### src/hw/rtl/aphc_pkg.sv
// Package for the packet header checker: types, status and register codes.
// Used by every module of the block; depends on nothing.
`timescale 1ns / 1ps

package aphc_pkg;

    // Header layout
    localparam int HEADER_BYTES = 20;
    localparam int HDR_WORDS    = 5;
    localparam logic [31:0] COUNT_MAX = 32'hFFFF_FFFF;

    // Queue depth between the front and the back
    localparam int QUEUE_DEPTH_DEF = 2;

    // Verdict codes
    localparam logic [2:0] ST_OK       = 3'd0;
    localparam logic [2:0] ST_SHORT    = 3'd1;
    localparam logic [2:0] ST_MAGIC    = 3'd2;
    localparam logic [2:0] ST_VERSION  = 3'd3;
    localparam logic [2:0] ST_OPCODE   = 3'd4;
    localparam logic [2:0] ST_ZERO_ID  = 3'd5;
    localparam logic [2:0] ST_TOO_BIG  = 3'd6;
    localparam logic [2:0] ST_LENGTH   = 3'd7;

    // Configuration register indexes
    localparam logic [2:0] CFG_MAGIC   = 3'd0;
    localparam logic [2:0] CFG_VERSION = 3'd1;
    localparam logic [2:0] CFG_OP_MIN  = 3'd2;
    localparam logic [2:0] CFG_OP_MAX  = 3'd3;
    localparam logic [2:0] CFG_MAX_PAY = 3'd4;

    localparam logic [31:0] MAX_PAY_RESET = 32'd65536;

    // Configuration register set
    typedef struct packed {
        logic [31:0] magic;
        logic [31:0] version;
        logic [31:0] op_min;
        logic [31:0] op_max;
        logic [31:0] max_payload;
    } t_cfg;

    // One classified beat handed from the front to the back
    typedef struct packed {
        logic        payload;
        logic [7:0]  data_byte;
        logic        eop;
        logic        short_pkt;
        logic        len_bad;
        logic [31:0] magic;
        logic [31:0] version;
        logic [31:0] opcode;
        logic [31:0] request_id;
        logic [31:0] payload_size;
    } t_qent;

endpackage

### src/hw/rtl/aphc_back.sv
// Back part: takes classified beats from the queue, works out the verdict
// and holds the result beat in the output register. Depends on aphc_pkg.
`timescale 1ns / 1ps

module aphc_back (
    input  logic                i_clk,
    input  logic                i_rst_n,
    input  aphc_pkg::t_cfg      i_cfg,
    input  logic                i_q_nonempty,
    input  aphc_pkg::t_qent     i_q_entry,
    output logic                o_q_pop,
    input  logic                i_out_ready,
    output logic                o_out_valid,
    output logic                o_payload_valid,
    output logic [7:0]          o_payload_byte,
    output logic                o_packet_done,
    output logic [2:0]          o_status,
    output logic [31:0]         o_opcode,
    output logic [31:0]         o_request_id,
    output logic [31:0]         o_payload_size
);

    logic        r_valid, n_valid;
    logic        r_pay_valid;
    logic [7:0]  r_pay_byte;
    logic        r_done;
    logic [2:0]  r_status;
    logic [31:0] r_opcode, r_req_id, r_size;

    logic [2:0]  w_status;
    logic        w_fields;

    // Take a beat whenever the output register is empty or being emptied.
    assign o_q_pop = i_q_nonempty && (!r_valid || i_out_ready);

    // Verdict, checked in priority order.
    always_comb begin
        if (i_q_entry.short_pkt) begin
            w_status = aphc_pkg::ST_SHORT;
        end else if (i_q_entry.magic != i_cfg.magic) begin
            w_status = aphc_pkg::ST_MAGIC;
        end else if (i_q_entry.version != i_cfg.version) begin
            w_status = aphc_pkg::ST_VERSION;
        end else if ((i_q_entry.opcode < i_cfg.op_min) ||
                     (i_q_entry.opcode > i_cfg.op_max)) begin
            w_status = aphc_pkg::ST_OPCODE;
        end else if (i_q_entry.request_id == 32'd0) begin
            w_status = aphc_pkg::ST_ZERO_ID;
        end else if (i_q_entry.payload_size > i_cfg.max_payload) begin
            w_status = aphc_pkg::ST_TOO_BIG;
        end else if (i_q_entry.len_bad) begin
            w_status = aphc_pkg::ST_LENGTH;
        end else begin
            w_status = aphc_pkg::ST_OK;
        end
    end

    // Header fields are reported only on a verdict that is not a short packet.
    assign w_fields = i_q_entry.eop && !i_q_entry.short_pkt;

    always_comb begin
        n_valid = r_valid;
        if (o_q_pop) begin
            n_valid = 1'b1;
        end else if (i_out_ready) begin
            n_valid = 1'b0;
        end
    end

    always_ff @(posedge i_clk) begin
        if (!i_rst_n) begin
            r_valid <= 1'b0;
        end else begin
            r_valid <= n_valid;
        end
    end

    // Result payload register.
    always_ff @(posedge i_clk) begin
        if (o_q_pop) begin
            r_pay_valid <= i_q_entry.payload;
            r_pay_byte  <= i_q_entry.data_byte;
            r_done      <= i_q_entry.eop;
            r_status    <= i_q_entry.eop ? w_status : aphc_pkg::ST_OK;
            r_opcode    <= w_fields ? i_q_entry.opcode : 32'd0;
            r_req_id    <= w_fields ? i_q_entry.request_id : 32'd0;
            r_size      <= w_fields ? i_q_entry.payload_size : 32'd0;
        end
    end

    assign o_out_valid     = r_valid;
    assign o_payload_valid = r_pay_valid;
    assign o_payload_byte  = r_pay_byte;
    assign o_packet_done   = r_done;
    assign o_status        = r_status;
    assign o_opcode        = r_opcode;
    assign o_request_id    = r_req_id;
    assign o_payload_size  = r_size;

endmodule

### config.mk
export PLATFORM = sky130hd
export DESIGN_NAME = aphc_back
export DESIGN_NICKNAME = d
export VERILOG_FILES = /design/src/hw/rtl/aphc_pkg.sv /design/src/hw/rtl/aphc_back.sv
export SDC_FILE = /design/constraint.sdc
export NUM_CORES = 1
export LEC_CHECK = 0
export ABC_AREA = 1
export CELL_PAD_IN_SITES_DETAIL_PLACEMENT = 0
export CELL_PAD_IN_SITES_GLOBAL_PLACEMENT = 1
export CORE_AREA = 2 2 173 175
export CTS_CLUSTER_DIAMETER = 120
export DETAILED_ROUTE_END_ITERATION = 8
export DIE_AREA = 0 0 175 177
export DONT_BUFFER_PORTS = 1
export GPL_TIMING_DRIVEN = 0
export PLACE_DENSITY_LB_ADDON = 0.1
export RECOVER_POWER = 100
export SYNTH_ARGS = -nofsm -noshare
export SYNTH_HDL_FRONTEND = slang
export SYNTH_SLANG_ARGS = --single-unit
### constraint.sdc
create_clock -name i_clk -period 7.5 [get_ports i_clk]
set_clock_uncertainty 0.05 [all_clocks]
set_input_delay 0.75 -clock i_clk [delete_from_list [all_inputs] [get_ports i_clk]]
set_output_delay 0.75 -clock i_clk [all_outputs]
set_load 0.005 [all_outputs]
==> impl_metrics.toml <==
[outcome]
outcome = "finished, violations left"
violations = "capacitance limit, slew limit"

[synth]
synth_top_cell_by_area = "edfxtp_1"
synth_xor_area_share_pct = 5.91
ys_types = 34
synth_top_area_share_pct = 43.3
synth_top_family_by_area = "simple AND/OR/NAND/NOR gates"
ys_warn_count = 0
synth-seq-cells = 110
ys_seq_area_share_pct = 43.6
synth.avg_cell_area_sq_um = 8.66
synth.area.top_cells = "edfxtp_1, ha_1, inv_1"
syn_nets = 1304
syn_area_sq_mm = 0.00756
synth_compound_area_share_pct = 5.05
syn_inst = 873
synth-adder-area-share_pct = 15.7
synth_simple_gate_area_share_pct = 17.9
synthMuxAreaShare_pct = 0

[sta]
fin_crit_sh_pct = 59.1
relSlewSlack_pct = -35.6
slew_violations = 47
finalHoldViolations = 0
rsz0062_at_grt = "no"
max_freq_ghz = 0.226
period_minus_slack_ns = 4.43
tightest_slew_ns = 2.03
worst_slack_ns = 3.07
setup_viol = 0

[final_layout]
fin_nets = 1319
fillers = 3179
drive_gt1_share_pct = 5.04
multiInputGateArea_sq_mm = 0.00337
diodes = 0
seq_area_sq_mm = 0.00329
syn2layout_area_growth_pct = 11.1
final_cell_area_sq_mm = 0.00840
layoutNonFillerInstCount = 1283
utilization_pct = 28.7

[pwr]
power_density_mw_per_mm2 = 176
power_switching_w = 0.000426
p_total_w = 0.00148
power_frac_comb_pct = 14.5
swShare_pct = 28.8
p_seq_share_pct = 50.5
pwr-share-clk_pct = 35.0
max-vdd-ir-drop_v = 0.0000940
leakagePower_nw = 4.10
internal_power_w = 0.00105

[grt]
grt_max_degree = 26
grt_pass1_vias = 5559
grt_pass1_wl_mm = 34.2
grtUsageTotal_pct = 15.1
antenna_found_initial = 0
overflow = 0

[critical_path]
crit_chain = "inv_1 -> a21oi_1 -> clkbuf_1 -> clkbuf_1"
max_stage_delay_ns = 1.50
crit_arrival_ns = 4.37
crit_path_max_fanout = 25
worstSetupPathType = "in2reg"
crit_path_top_delay_cell = "a21oi_1"
start_kind = "input pin"
crit_top_cell = "clkbuf_1"
critPathTopFamily = "buffers and inverters"
critPathRequiredTime_ns = 7.44
critPathCaptureType = "flip-flop"
crit_buf_inv = 3

[floorplanning]
die_y_um = 177
die_w_um = 175
io_pins = 447
rows = 63
core_sq_mm = 0.0292
dieArea_sq_mm = 0.0310
initial_utilization_pct = 25.9

[cts]
clockRootBuffer = "clkbuf_16"
cts_max_path_buffers = 2
clk_pin_slew_ns = 0.09
postCtsSetupBuffers = 0
cts_resized = 0
cts_sinks = 110
cts_buffers = 9
cts_tree = "done"
htreeDepth = 3
worstSkewPairLatency_ns = 0.37
cts_hold_buf = 0

[detailed_routing]
first_pass_iters = 4
drtAntennaViolNets = 0
vias_per_cell = 4.26
drc_errors = 0
drtIter0Drc = 218
wl_mm = 24.1
vias = 5470
post_drt_wl_per_cell_um = 18.8

[placement]
dpl_cell_area_sq_mm = 0.00815
dp_hpwl_mm = 21.1
dp_cells = 1267
io_buffers = 0
dpl_worst_slack_ns = 4.90
routabilityCongestion = 0.813

[min_path]
min_path_type = "in2reg"

[run]
cap_violations = 2
## per-stage QoR
step	TNS [ns]	hold WS (ns)
floorplan	0	0.427
global placement	-280.89	0.454
detailed placement	0	0.528
CTS	0	0.390
global route	0	0.388
finish	0	0.417
## power by group through the flow
stage	combinational [W]	sequential, W	clock (W)
4_1_cts	0.000227	0.000747	0.000540
3_3_place_gp	0.000217	0.000773	0
2_1_floorplan	0.000166	0.000755	0
3_5_place_dp	0.000225	0.000761	0
5_1_grt	0.000256	0.000750	0.000557
6_report	0.000214	0.000746	0.000517
## layout by cell type, fill, tap and decap left out, types with 3 or more instances in the layout
| cell | n |
|---|---|
| clkinv_8 | 5 |
| clkbuf_1 | 13 |
| nand3_1 | 9 |
| inv_1 | 221 |
| xnor2_1 | 23 |
| or2_2 | 8 |
| clkbuf_16 | 9 |
| o21ai_1 | 3 |
| nand2_1 | 118 |
| nor3_2 | 3 |
| o21a_1 | 5 |
| nand2_2 | 3 |
| nand4_1 | 19 |
| ha_1 | 95 |
| o21ai_0 | 9 |
| inv_2 | 6 |
| nor2_1 | 129 |
| o211ai_1 | 3 |
| a21oi_1 | 45 |
| xor2_1 | 28 |
| nor4_1 | 11 |
| edfxtp_1 | 109 |
## worst paths after layout
kind                            startpoint                           to  slack [ns]  cells after the start
setup / recovery              i_q_nonempty    o_opcode[6]$_SDFFCE_PN0P_        3.07                      4
hold / removal              i_q_entry[170]  o_payload_byte[7]$_DFFE_PP_        0.42                      0
setup reg to reg  o_out_valid$_SDFFE_PN0P_    o_opcode[6]$_SDFFCE_PN0P_        3.08                      3
hold reg to reg   o_out_valid$_SDFFE_PN0P_     o_out_valid$_SDFFE_PN0P_        0.49                      2
## layout make-up
| cell class | count | share of cell area (%) |
|---|---|---|
| Tap cell | 390 | 5.81 |
| Sequential cell | 110 | 39.2 |
| Clock buffer | 9 | 2.68 |
| Clock inverter | 7 | 1.18 |
| Buffer | 10 | 0.447 |
| Inverter | 228 | 10.2 |
| Multi-Input combinational cell | 525 | 40.1 |
| Timing Repair Buffer | 4 | 0.373 |
## kinds of logic (layout without fill, tap and decap cells)
kind of cell / count (synthesis) / after routing
and+or+nand+nor: 309 / 309
buffers and inverters: 238 / 258
AOI/OAI and AO/OA: 70 / 70
xor gates and xnor gates: 51 / 51
adders and majority gates: 95 / 95
DFF: 110 / 110
## synth_stat cells
master and count:
a21boi_0 1, a21o_1 1, a21oi_1 45, a21oi_2 1
a31oi_1 2, buf_1 2, buf_2 1, clkbuf_1 7
clkinv_1 1, dfxtp_1 1, edfxtp_1 109, ha_1 95
inv_1 220, inv_2 7, nand2_1 118, nand2_2 3
nand3_1 9, nand3_2 2, nand4_1 19, nand4_2 2
nor2_1 129, nor2_4 2, nor3_1 2, nor3_2 3
nor3b_2 1, nor4_1 10, nor4_2 1, o211ai_1 3
o21a_1 5, o21ai_0 9, o21ai_1 3, or2_2 8
xnor2_1 23, xor2_1 28
## per-layer routing
layer | vias to the layer above | share of wire, % | global-route usage (%)
met5 | - | 0 | 0
met4 | 0 | 1.0 | 3.92
met3 | 14 | 9.2 | 5.69
li1 | 2786 | - | -
met2 | 262 | 55 | 29.2
met1 | 2408 | 35 | 15.2
## state kept, by name, summed over array words and instances (netlist names)
name             count
o_opcode            32
o_payload_size      32
o_request_id        32
o_payload_byte       8
o_status             3
o_out_valid          1
o_packet_done        1
o_payload_valid      1
(Power assumes the default switching activity.)
